## src/rtl/slfpr_pkg.sv

```systemverilog
`timescale 1ns / 1ps
// ----------------------------------------------------------------------------
// slfpr_pkg
// shared widths, register map and frame position codes of the sync/length
// framed packet receiver
// ----------------------------------------------------------------------------
package slfpr_pkg;

  localparam int BYTE_W  = 8;
  localparam int POS_W   = 9;
  localparam int APB_DW  = 32;
  localparam int APB_AW  = 5;
  localparam int REGIX_W = 3;

  // register indexes (byte address is 4 * index)
  localparam logic [REGIX_W-1:0] REG_SYNC_FIRST   = 3'd0;
  localparam logic [REGIX_W-1:0] REG_SYNC_SECOND  = 3'd1;
  localparam logic [REGIX_W-1:0] REG_ACCEPTED_ID  = 3'd2;
  localparam logic [REGIX_W-1:0] REG_MAX_PAYLOAD  = 3'd3;
  localparam logic [REGIX_W-1:0] REG_CHECK_ENABLE = 3'd4;

  localparam logic [BYTE_W-1:0] MAX_PAYLOAD_RESET = 8'd45;

  // frame positions with a fixed meaning
  localparam logic [POS_W-1:0] POS_HUNT    = 9'd0;
  localparam logic [POS_W-1:0] POS_SYNC2   = 9'd1;
  localparam logic [POS_W-1:0] POS_ID      = 9'd2;
  localparam logic [POS_W-1:0] POS_COUNT   = 9'd3;
  localparam logic [POS_W-1:0] POS_PAYLOAD = 9'd4;

endpackage

```

## src/rtl/slfpr_if.sv

```systemverilog
`timescale 1ns / 1ps
// ----------------------------------------------------------------------------
// slfpr_if
// valid/ready channels: received bytes in, annotated bytes out
// ----------------------------------------------------------------------------
interface slfpr_in_if;
  logic                           valid;
  logic                           ready;
  logic [slfpr_pkg::BYTE_W-1:0]   rx_byte;

  modport source (output valid, output rx_byte, input ready);
  modport sink   (input valid, input rx_byte, output ready);
endinterface

interface slfpr_out_if;
  logic                           valid;
  logic                           ready;
  logic [slfpr_pkg::BYTE_W-1:0]   data_byte;
  logic [slfpr_pkg::POS_W-1:0]    byte_index;
  logic                           in_frame;
  logic                           frame_end;
  logic                           frame_good;
  logic                           length_error;

  modport source (output valid, output data_byte, output byte_index, output in_frame,
                  output frame_end, output frame_good, output length_error,
                  input ready);
  modport sink   (input valid, input data_byte, input byte_index, input in_frame,
                  input frame_end, input frame_good, input length_error,
                  output ready);
endinterface

```

## src/rtl/sync_length_framed_packet_receiver.sv

```systemverilog
`timescale 1ns / 1ps
// ----------------------------------------------------------------------------
// sync_length_framed_packet_receiver
// hunts two sync bytes and a message id, takes a count byte, collects the
// payload and two fletcher check bytes, and echoes every byte with its frame
// position and status flags
// ----------------------------------------------------------------------------
// an accepted byte's result item is in the output register in the next cycle
// throughput: one byte per cycle unless a full output register stalls; the frame
//   state update is one short pass from frame state registers to output register
// a full output register holds its item while the next byte is taken in the
//   same cycle it is read out
// reset (rst, synchronous, active high): hunting the first sync byte, sums and
//   count cleared, registers to defaults (max_payload 45, others 0), output empty
// ----------------------------------------------------------------------------
module sync_length_framed_packet_receiver (
  input  logic                             clk,
  input  logic                             rst,
  // apb-style configuration port
  input  logic                             psel,
  input  logic                             penable,
  input  logic                             pwrite,
  input  logic [slfpr_pkg::APB_AW-1:0]     paddr,
  input  logic [slfpr_pkg::APB_DW-1:0]     pwdata,
  output logic [slfpr_pkg::APB_DW-1:0]     prdata,
  output logic                             pready,
  // byte channels
  slfpr_in_if.sink                         in_ch,
  slfpr_out_if.source                      out_ch
);

  localparam int BW = slfpr_pkg::BYTE_W;
  localparam int PW = slfpr_pkg::POS_W;

  // configuration registers
  logic [BW-1:0] sync_first;
  logic [BW-1:0] sync_second;
  logic [BW-1:0] accepted_id;
  logic [BW-1:0] max_payload;
  logic          check_enable;

  // frame state
  logic [PW-1:0] position;
  logic [BW-1:0] payload_count;
  logic [BW-1:0] sum_low;
  logic [BW-1:0] sum_high;
  logic [BW-1:0] received_check_low;

  logic [PW-1:0] position_next;
  logic [BW-1:0] payload_count_next;
  logic [BW-1:0] sum_low_next;
  logic [BW-1:0] sum_high_next;
  logic [BW-1:0] received_check_low_next;

  // output register
  logic          out_valid;
  logic [BW-1:0] out_data;
  logic [PW-1:0] out_index;
  logic          out_in_frame;
  logic          out_end;
  logic          out_good;
  logic          out_lerr;

  // per-byte result
  logic          accepted;
  logic          end_flag;
  logic          good_flag;
  logic          lerr_flag;

  logic                               wr_en;
  logic [slfpr_pkg::REGIX_W-1:0]      reg_ix;
  logic [BW-1:0]                      b;
  logic [PW-1:0]                      k;
  logic                               do_sum;
  logic                               restart_sum;
  logic [BW-1:0]                      sum_low_base;
  logic [BW-1:0]                      sum_high_base;
  logic                               take;

  // ---------------------------------------------------------------- config
  assign pready = 1'b1;
  assign wr_en  = psel && penable && pwrite && pready;
  assign reg_ix = paddr[slfpr_pkg::APB_AW-1:2];

  always_ff @(posedge clk) begin
    if (rst) begin
      sync_first   <= '0;
      sync_second  <= '0;
      accepted_id  <= '0;
      max_payload  <= slfpr_pkg::MAX_PAYLOAD_RESET;
      check_enable <= 1'b0;
    end else if (wr_en) begin
      // addresses past the register list are dropped
      unique case (reg_ix)
        slfpr_pkg::REG_SYNC_FIRST:   sync_first   <= pwdata[BW-1:0];
        slfpr_pkg::REG_SYNC_SECOND:  sync_second  <= pwdata[BW-1:0];
        slfpr_pkg::REG_ACCEPTED_ID:  accepted_id  <= pwdata[BW-1:0];
        slfpr_pkg::REG_MAX_PAYLOAD:  max_payload  <= pwdata[BW-1:0];
        slfpr_pkg::REG_CHECK_ENABLE: check_enable <= pwdata[0];
        default: ;
      endcase
    end
  end

  // register readback
  always_comb begin
    prdata = '0;
    unique case (reg_ix)
      slfpr_pkg::REG_SYNC_FIRST:   prdata[BW-1:0] = sync_first;
      slfpr_pkg::REG_SYNC_SECOND:  prdata[BW-1:0] = sync_second;
      slfpr_pkg::REG_ACCEPTED_ID:  prdata[BW-1:0] = accepted_id;
      slfpr_pkg::REG_MAX_PAYLOAD:  prdata[BW-1:0] = max_payload;
      slfpr_pkg::REG_CHECK_ENABLE: prdata[0]      = check_enable;
      default: ;
    endcase
  end

  // ---------------------------------------------------------------- handshake
  // take a byte whenever the output register is empty or being drained
  assign in_ch.ready = !out_valid || out_ch.ready;
  assign take        = in_ch.valid && in_ch.ready;

  // ---------------------------------------------------------------- frame logic
  assign b = in_ch.rx_byte;
  // payload offset, only meaningful once past the count byte
  assign k = position - slfpr_pkg::POS_PAYLOAD;

  always_comb begin
    accepted                = 1'b0;
    end_flag                = 1'b0;
    good_flag               = 1'b0;
    lerr_flag               = 1'b0;
    do_sum                  = 1'b0;
    restart_sum             = 1'b0;
    position_next           = position;
    payload_count_next      = payload_count;
    received_check_low_next = received_check_low;

    priority if (position == slfpr_pkg::POS_HUNT) begin
      if (b == sync_first) begin
        accepted      = 1'b1;
        position_next = slfpr_pkg::POS_SYNC2;
      end
    end else if (position == slfpr_pkg::POS_SYNC2) begin
      // a wrong second sync byte is not retried as a first sync byte
      if (b == sync_second) begin
        accepted      = 1'b1;
        position_next = slfpr_pkg::POS_ID;
      end else begin
        position_next = slfpr_pkg::POS_HUNT;
      end
    end else if (position == slfpr_pkg::POS_ID) begin
      if (b == accepted_id) begin
        accepted      = 1'b1;
        do_sum        = 1'b1;
        restart_sum   = 1'b1;
        position_next = slfpr_pkg::POS_COUNT;
      end else begin
        position_next = slfpr_pkg::POS_HUNT;
      end
    end else if (position == slfpr_pkg::POS_COUNT) begin
      if (b > max_payload) begin
        lerr_flag     = 1'b1;
        position_next = slfpr_pkg::POS_HUNT;
      end else begin
        accepted           = 1'b1;
        do_sum             = 1'b1;
        payload_count_next = b;
        position_next      = slfpr_pkg::POS_PAYLOAD;
      end
    end else begin
      accepted = 1'b1;
      priority if (k < {1'b0, payload_count}) begin
        // payload byte
        do_sum        = 1'b1;
        position_next = position + 1'b1;
      end else if (k == {1'b0, payload_count}) begin
        // first check byte, compared with sum_low at frame end
        received_check_low_next = b;
        position_next           = position + 1'b1;
      end else begin
        // second check byte closes the frame
        end_flag      = 1'b1;
        good_flag     = !check_enable ||
                        ((received_check_low == sum_low) && (b == sum_high));
        position_next = slfpr_pkg::POS_HUNT;
      end
    end
  end

  // fletcher-style update with 8-bit sums (modulo 256), restarted at the id byte
  assign sum_low_base  = restart_sum ? '0 : sum_low;
  assign sum_high_base = restart_sum ? '0 : sum_high;
  assign sum_low_next  = do_sum ? (sum_low_base + b) : sum_low;
  assign sum_high_next = do_sum ? (sum_high_base + sum_low_next) : sum_high;

  always_ff @(posedge clk) begin
    if (rst) begin
      position           <= slfpr_pkg::POS_HUNT;
      payload_count      <= '0;
      sum_low            <= '0;
      sum_high           <= '0;
      received_check_low <= '0;
    end else if (take) begin
      position           <= position_next;
      payload_count      <= payload_count_next;
      sum_low            <= sum_low_next;
      sum_high           <= sum_high_next;
      received_check_low <= received_check_low_next;
    end
  end

  // ---------------------------------------------------------------- output register
  always_ff @(posedge clk) begin
    if (rst) begin
      out_valid <= 1'b0;
    end else if (take) begin
      out_valid <= 1'b1;
    end else if (out_ch.ready) begin
      out_valid <= 1'b0;
    end
  end

  // payload needs no reset, loaded with each item
  always_ff @(posedge clk) begin
    if (take) begin
      out_data     <= b;
      out_index    <= position;
      out_in_frame <= accepted;
      out_end      <= end_flag;
      out_good     <= good_flag;
      out_lerr     <= lerr_flag;
    end
  end

  assign out_ch.valid        = out_valid;
  assign out_ch.data_byte    = out_data;
  assign out_ch.byte_index   = out_index;
  assign out_ch.in_frame     = out_in_frame;
  assign out_ch.frame_end    = out_end;
  assign out_ch.frame_good   = out_good;
  assign out_ch.length_error = out_lerr;

endmodule
```

## src/flat_wrapper.sv

```systemverilog
// flat-port wrapper written by rule: the top's interface ports become plain ports
module sync_length_framed_packet_receiver_flat 
  (clk, rst, psel, penable, pwrite, paddr, pwdata, prdata, pready, in_ch_valid, in_ch_rx_byte, in_ch_ready, out_ch_valid, out_ch_data_byte, out_ch_byte_index, out_ch_in_frame, out_ch_frame_end, out_ch_frame_good, out_ch_length_error, out_ch_ready);
  slfpr_in_if in_ch_i ();
  slfpr_out_if out_ch_i ();
  input  logic clk;
  input  logic rst;
  input  logic psel;
  input  logic penable;
  input  logic pwrite;
  input  logic [slfpr_pkg::APB_AW-1:0] paddr;
  input  logic [slfpr_pkg::APB_DW-1:0] pwdata;
  output logic [slfpr_pkg::APB_DW-1:0] prdata;
  output logic pready;
  input wire logic [$bits(in_ch_i.valid)-1:0] in_ch_valid;
  input wire logic [$bits(in_ch_i.rx_byte)-1:0] in_ch_rx_byte;
  output wire logic [$bits(in_ch_i.ready)-1:0] in_ch_ready;
  output wire logic [$bits(out_ch_i.valid)-1:0] out_ch_valid;
  output wire logic [$bits(out_ch_i.data_byte)-1:0] out_ch_data_byte;
  output wire logic [$bits(out_ch_i.byte_index)-1:0] out_ch_byte_index;
  output wire logic [$bits(out_ch_i.in_frame)-1:0] out_ch_in_frame;
  output wire logic [$bits(out_ch_i.frame_end)-1:0] out_ch_frame_end;
  output wire logic [$bits(out_ch_i.frame_good)-1:0] out_ch_frame_good;
  output wire logic [$bits(out_ch_i.length_error)-1:0] out_ch_length_error;
  input wire logic [$bits(out_ch_i.ready)-1:0] out_ch_ready;
  assign in_ch_i.valid = in_ch_valid;
  assign in_ch_i.rx_byte = in_ch_rx_byte;
  assign in_ch_ready = in_ch_i.ready;
  assign out_ch_valid = out_ch_i.valid;
  assign out_ch_data_byte = out_ch_i.data_byte;
  assign out_ch_byte_index = out_ch_i.byte_index;
  assign out_ch_in_frame = out_ch_i.in_frame;
  assign out_ch_frame_end = out_ch_i.frame_end;
  assign out_ch_frame_good = out_ch_i.frame_good;
  assign out_ch_length_error = out_ch_i.length_error;
  assign out_ch_i.ready = out_ch_ready;
  sync_length_framed_packet_receiver u_core (.clk(clk), .rst(rst), .psel(psel), .penable(penable), .pwrite(pwrite), .paddr(paddr), .pwdata(pwdata), .prdata(prdata), .pready(pready), .in_ch(in_ch_i), .out_ch(out_ch_i));
endmodule
```

## config.mk

```make
export PLATFORM = sky130hd
export DESIGN_NAME = sync_length_framed_packet_receiver_flat
export DESIGN_NICKNAME = d
export VERILOG_FILES = /design/src/rtl/slfpr_pkg.sv /design/src/rtl/slfpr_if.sv /design/src/rtl/sync_length_framed_packet_receiver.sv /design/src/flat_wrapper.sv
export SDC_FILE = /design/constraint.sdc
export NUM_CORES = 1
export LEC_CHECK = 0
export BUFFER_PORTS_ARGS = -buffer_cell sky130_fd_sc_hd__buf_2
export CORE_MARGIN = 5
export CORE_UTILIZATION = 57
export DETAILED_ROUTE_END_ITERATION = 10
export GPL_TIMING_DRIVEN = 0
export PLACE_DENSITY = 0.81
export SLEW_MARGIN = 20
export SYNTH_ARGS = -nofsm -noshare
export SYNTH_HDL_FRONTEND = slang
export SYNTH_SLANG_ARGS = --single-unit
```

## constraint.sdc

```tcl
create_clock -name clk -period 7.1 [get_ports clk]
set_input_delay 0.71 -clock clk [delete_from_list [all_inputs] [get_ports clk]]
set_output_delay 0.71 -clock clk [all_outputs]
set_load 0.01 [all_outputs]
```

==> results of run 1 <==
-- final timing paths --
check | endpoint | cells after the start
worst max-delay path | u_core.sum_high[7] | 23
worst min-delay path | u_core.out_ch.byte_index[6] | 0
worst max register to register | u_core.sum_high[7] | 22
worst min register to register | u_core.out_ch.byte_index[6] | 0
-- sequential cells by signal (all words and copies together), names as in the netlist --
signal,count
u_core.out_ch.byte_index,9
u_core.position,9
u_core.accepted_id,8
u_core.max_payload,8
u_core.out_ch.data_byte,8
u_core.payload_count,8
u_core.received_check_low,8
u_core.sum_high,8
u_core.sum_low,8
u_core.sync_first,8
u_core.sync_second,8
u_core.check_enable,1
u_core.out_ch.frame_end,1
u_core.out_ch.frame_good,1
u_core.out_ch.in_frame,1
u_core.out_ch.length_error,1
u_core.out_ch.valid,1
-- metrics by stage --
stage	cell area [µm²]	hold slack [ns]	worst slack [ns]	cells	power [mW]
final	6620	0.447	1.54	861	1.02
after global routing	6620	0.463	1.22	861	1.07
after CTS	6620	0.446	1.64	861	1.03
after detailed placement	6430	0.418	1.27	845	0.682
after global placement	6430	0.413	1.48	845	0.680
after floorplan	5990	0.403	2.24	655	0.647
-- power breakdown --
part	switching [mW]	internal (mW)
logic	0.0631	0.0399
registers	0.00293	0.565
clock network	0.198	0.154
total	0.264	0.759
-- cell families (layout without fill, tap and decap cells) --
group | count (synthesis) | count (layout) | synth area share [%]
and+or+nand+nor | 194 | 194 | 16.2
buffers and inverters | 99 | 169 | 8.62
DFF | 96 | 96 | 36.1
AOI/OAI and AO/OA | 73 | 73 | 8.22
xor gates and xnor gates | 65 | 65 | 9.77
muxes | 64 | 64 | 12.5
adders and majority gates | 39 | 39 | 8.52
other | 2 | 25 | 0.127
-- placed cells by master (no fill, tap or decap), types with 3 or more instances in the layout --
| cell type | n |
|---|---|
| a211o_1 | 4 |
| a21o_1 | 5 |
| a21oi_1 | 27 |
| a31oi_1 | 3 |
| and2_1 | 13 |
| buf_2 | 55 |
| buf_4 | 26 |
| buf_6 | 3 |
| clkbuf_1 | 28 |
| clkbuf_8 | 9 |
| conb_1 | 25 |
| dfxtp_1 | 75 |
| edfxtp_1 | 21 |
| ha_1 | 37 |
| inv_1 | 39 |
| inv_6 | 3 |
| mux2_1 | 4 |
| mux2i_1 | 51 |
| mux4_2 | 7 |
| nand2_1 | 23 |
| nand2b_1 | 6 |
| nand3_1 | 10 |
| nand4_1 | 5 |
| nor2_1 | 95 |
| nor2b_1 | 10 |
| nor3_1 | 4 |
| nor4_1 | 10 |
| o211ai_1 | 5 |
| o21a_1 | 3 |
| o21ai_0 | 7 |
| o22ai_1 | 3 |
| xnor2_1 | 22 |
| xor2_1 | 42 |
-- routing by layer --
| metal | vias up | track usage (%) | wire, µm |
|---|---|---|---|
| met3 | 28 | 3.70 | 1210 |
| met2 | 226 | 38.5 | 6730 |
| met4 | 0 | 6.65 | 245 |
| met1 | 2210 | 28.8 | 5800 |
| li1 | 2266 | - | - |
| met5 | - | 0 | 0 |
-- area by class of cell --
cell class	count	area share [%]
plain buffers	59	5.42
clock buffers	12	2.36
clock inverters	4	0.529
inverters	40	2.27
multi-input cells	460	50.6
flip-flops and latches	96	32.2
well taps	136	2.57
repair buffers	54	4.08
==> run metrics, run 1 <==
cells after synthesis 632; Worst setup SP type input port; top cells by count, synth nor2_1 (95), dfxtp_1 (75), mux2i_1 (51), xor2_1 (42), inv_1 (39); largest fanout on the critical path 10; HP Start u_core.position[6]; area grow syn2layout 12.2%; pwr dens 154 nW/µm²; Die Ht 112 µm; # IOs 108; TNS Setup 0 ns; Post-route DRC 0; max-slew violation count 0; FF+latch count, synth 96; clock skew 0.0176 ns; leakage 3.08 nW; Clock Latency Late Sink 0.37 ns; Hold Vio Cnt, Final 0; worst relative slew slack 38.8%; vias per inst 5.49; CTS max path bufs 2; Chip Width 112 µm; Register Area 2130 µm²; vias in the first global route 4,678; status finished, final reports clean; Via Count 4,730; DP Wirelength 10.9 mm; top-count cell post-synth nor2_1; Yosys cell types 65; clk root buf clkbuf_8; sequential share of the synthesized area 36.1%; Area contributors post-synth dfxtp_1 (25%), edfxtp_1 (11%), mux2i_1 (8.6%), ha_1 (7.8%), xor2_1 (6.2%); peak supply drop 0.000109 V; Final period util 78.3%; CTS tree yes; max-cap violations 0; prevailing post-synth register cell dfxtp_1; Die Area 12,500 µm²; fin util 64.7%; Resize count post-CTS 0; Ant. Diodes 0; wire length of the first global-routing pass 22.9 mm; CTS HTree Levels 3; top cell type's share of synthesized area 25.4%; Critical Path RT 7.31 ns; CP startpoint in_ch_rx_byte[3]; ratio of cells with drive above 1 in the final layout 17.4%; Final Setup Violations 0; initial antenna violation count 0; core area 10,200 µm²; CTS Hold Buffers Added 0; wire length per cell 16.2 µm; Routed Antenna Nets 0; CP endpoint kind register; Async S/R FF share, synth 0%; port bufs 54; setup slack, reg-to-reg 1.68 ns; DRT iter0 DRCs 256; Multi-input gate area 3350 µm²; clk sinks 96; largest net degree at the start of global routing 24; final worst path period need 5.56 ns; critical path's slowest cell or4_4; Post-CTS Setup Inserts 0; r2r startpoint u_core.position[5]; row count 37; Ys Warns 0; Final nets 811; FMAX 180 MHz; Mean Syn Cell Area 9.34 µm²; TritonRoute pass-1 iters 5; worst stage delay on the critical path 0.54 ns; Slew @ Worst Pin 0.915 ns; Post-synth EDFFs 21; HP Class reg2reg; Mapped Area 5900 µm²; Setup CP Type in2reg; Worst Path Buf+Inv 4; GRT Total Usage 22.4%; Placer Congestion 0.916; GRT Residual Overflow 0; Fillers 833; cell family with most CP delay compound AO/OA/AOI/OAI gates; CTS buffer count 9; WP data arrival 5.77 ns; leading area contributor after synthesis dfxtp_1; Initial Util 57.7%; Cell Chain, Critical Path buf_2 -> buf_1 -> xnor2_1 -> nand4_1 -> or4_4 -> buf_6 -> nand2b_1 -> clkbuf_1 -> and2_1 -> ha_1 -> a21o_1 -> a21oi_1 -> xnor2_1 -> mux2_2 -> ha_1 -> nand3_1 -> o211ai_1 -> o21ai_0 -> nand2b_1 -> a21oi_1 -> xor2_1 -> a21boi_1 -> o32ai_1; unrepaired setup endpoints after global routing false; Clk pin slew, worst setup/hold paths 0.10 ns; drt total wl 14.0 mm
No activity file was read; power rests on OpenSTA's default activity.
==> inputs of run 2 (changes only) <==
- ABC_AREA: unset -> 1
- clock period: 7.1 -> 5.45 ns (I/O delays scaled with it)
==> run metrics, run 2 <==
wire length per cell 14.3 µm; CTS Hold Buffers Added 0; FF+latch count, synth 96; leading cell type in the layout, fill and taps excluded nand2_1; Yosys cell types 46; non-filler instance count after layout 1,015; Critical Path RT 5.72 ns; HP Class in2reg; critical path's slowest cell dfxtp_1; worst setup margin 0.546 ns; status finished, final reports clean; area grow syn2layout 11.9%; Routed Antenna Nets 0; ratio of cells with drive above 1 in the final layout 17.0%; # IOs 108; Placed Cells incl. Taps 999; Post-synth EDFFs 21; vias per inst 5.29; Ant. Diodes 0; drt total wl 14.5 mm; prevailing post-synth register cell dfxtp_1; Final nets 965; DP Wirelength 11.2 mm; most frequent cells in the layout nand2_1 (129), inv_1 (99), nor2_1 (89); Initial Util 58.3%; wire length of the first global-routing pass 23.9 mm; top cell type's share of synthesized area 25.0%; row count 37; Setup CP Type reg2reg; worst stage delay on the critical path 0.44 ns; pwr dens 199 nW/µm²; CP endpoint kind register; Via Count 5,368; Worst setup SP type register; final worst path period need 4.90 ns; leakage 3.17 nW; WP data arrival 5.18 ns; TNS Setup 0 ns; Async S/R FF share, synth 0%; Die Ht 113 µm; total design power 1.34 mW; worst relative slew slack 52.5%; Placer Congestion 0.870; CTS HTree Levels 3; initial antenna violation count 0; sequential share of the synthesized area 35.6%; Mapped Area 6000 µm²; Ys Warns 0; GRT Total Usage 23.1%; vias in the first global route 4,919; CTS tree yes; placed inst area 6530 µm²; peak supply drop 0.000214 V; port bufs 55; top cells by count, synth nand2_1 (129), inv_1 (99), nor2_1 (89), dfxtp_1 (75), o21ai_0 (52); Die Area 12,700 µm²; core area 10,300 µm²; cells after synthesis 785; leading area contributor after synthesis dfxtp_1; max-cap violations 0; WHS 0.389 ns; Area contributors post-synth dfxtp_1 (25%), edfxtp_1 (11%), nand2_1 (8.1%), ha_1 (7.7%), inv_1 (6.2%); FMAX 204 MHz; TritonRoute pass-1 iters 5; fin util 65.3%; DRT iter0 DRCs 440; largest net degree at the start of global routing 30; Final Cell Area 6710 µm²; Final Setup Violations 0; Hold Vio Cnt, Final 0; max-slew violation count 0; clk sinks 96; Mean Syn Cell Area 7.64 µm²; Final period util 90.0%; clk root buf clkbuf_8; GRT Residual Overflow 0; clock skew 0.0221 ns; unrepaired setup endpoints after global routing false; Post-route DRC 0; Clock Latency Late Sink 0.38 ns; Slew @ Worst Pin 0.706 ns; Chip Width 113 µm; top-count cell post-synth nand2_1; CTS buffer count 9; CTS max path bufs 2; Post-Place Worst Slack 0.316 ns; Clk pin slew, worst setup/hold paths 0.10 ns; largest fanout on the critical path 10
## run 2: cell count changes in the layout (fill, tap and decap cells not counted), sizes merged, moves of 16 or more
cell	change
a21oi	+23
inv	+70
nand3	+16
mux2i	-51
clkbuf	-18
nand2	+112
o21ai	+52
## run 2: timing repair
action                                  in CTS  in global routing
endpoints found under the setup margin       0                  1
gates resized for setup                      0                  1
setup buffers                                0                  0
## run 2: final cells by class
cell class                      count  area [µm²]
Clock buffer                       10         138
Tap cell                          136         170
Inverter                          110         415
Timing Repair Buffer               55         275
Clock inverter                      6        46.3
Buffer                             48         317
Multi-Input combinational cell    554        3220
Fill cell                         920        3570
Sequential cell                    96        2130
## run 2: where the power goes
part	switching [mW]	internal, mW	leakage [nW]
Clock	0.267	0.184	0.0917
Sequential	0.00414	0.738	0.815
Combinational	0.0927	0.0509	2.26
## run 2: final timing paths
kind	end	start	cells past startpoint	slack [ns]
setup reg to reg	u_core.sum_high[7]	u_core.position[2]	31	0.55
hold reg to reg	u_core.out_ch.byte_index[6]	u_core.position[6]	0	0.47
hold / removal	u_core.out_ch.data_byte[7]	in_ch_rx_byte[7]	1	0.39
setup / recovery	u_core.sum_high[7]	u_core.position[2]	31	0.55
## run 2: kinds of logic after synthesis
logic type | count (synthesis) | share of synthesized area [%]
xor gates and xnor gates | 49 | 7.16
other | 2 | 0.125
AOI/OAI and AO/OA | 146 | 14.5
DFF | 96 | 35.6
and+or+nand+nor | 295 | 22.1
buffers and inverters | 158 | 12.2
adders and majority gates | 39 | 8.39
## run 2: worst max-delay path, delay by kind of cell, from the launching register on
family,cells,cell delay (ns)
xor+xnor,2,0.39
flops,1,0.44
buf+inv,8,0.84
compound gates,3,0.93
simple gates,14,1.31
fa+ha+maj,4,0.89
## run 2: metal layers
metal  vias up  GRT usage [%]  part of all wire [%]
li1       2687              -                     -
met1      2418           31.6                    43
met2       235           37.1                    46
met3        28           5.50                   9.3
met4         0           5.13                   1.6
met5         -              0                     0
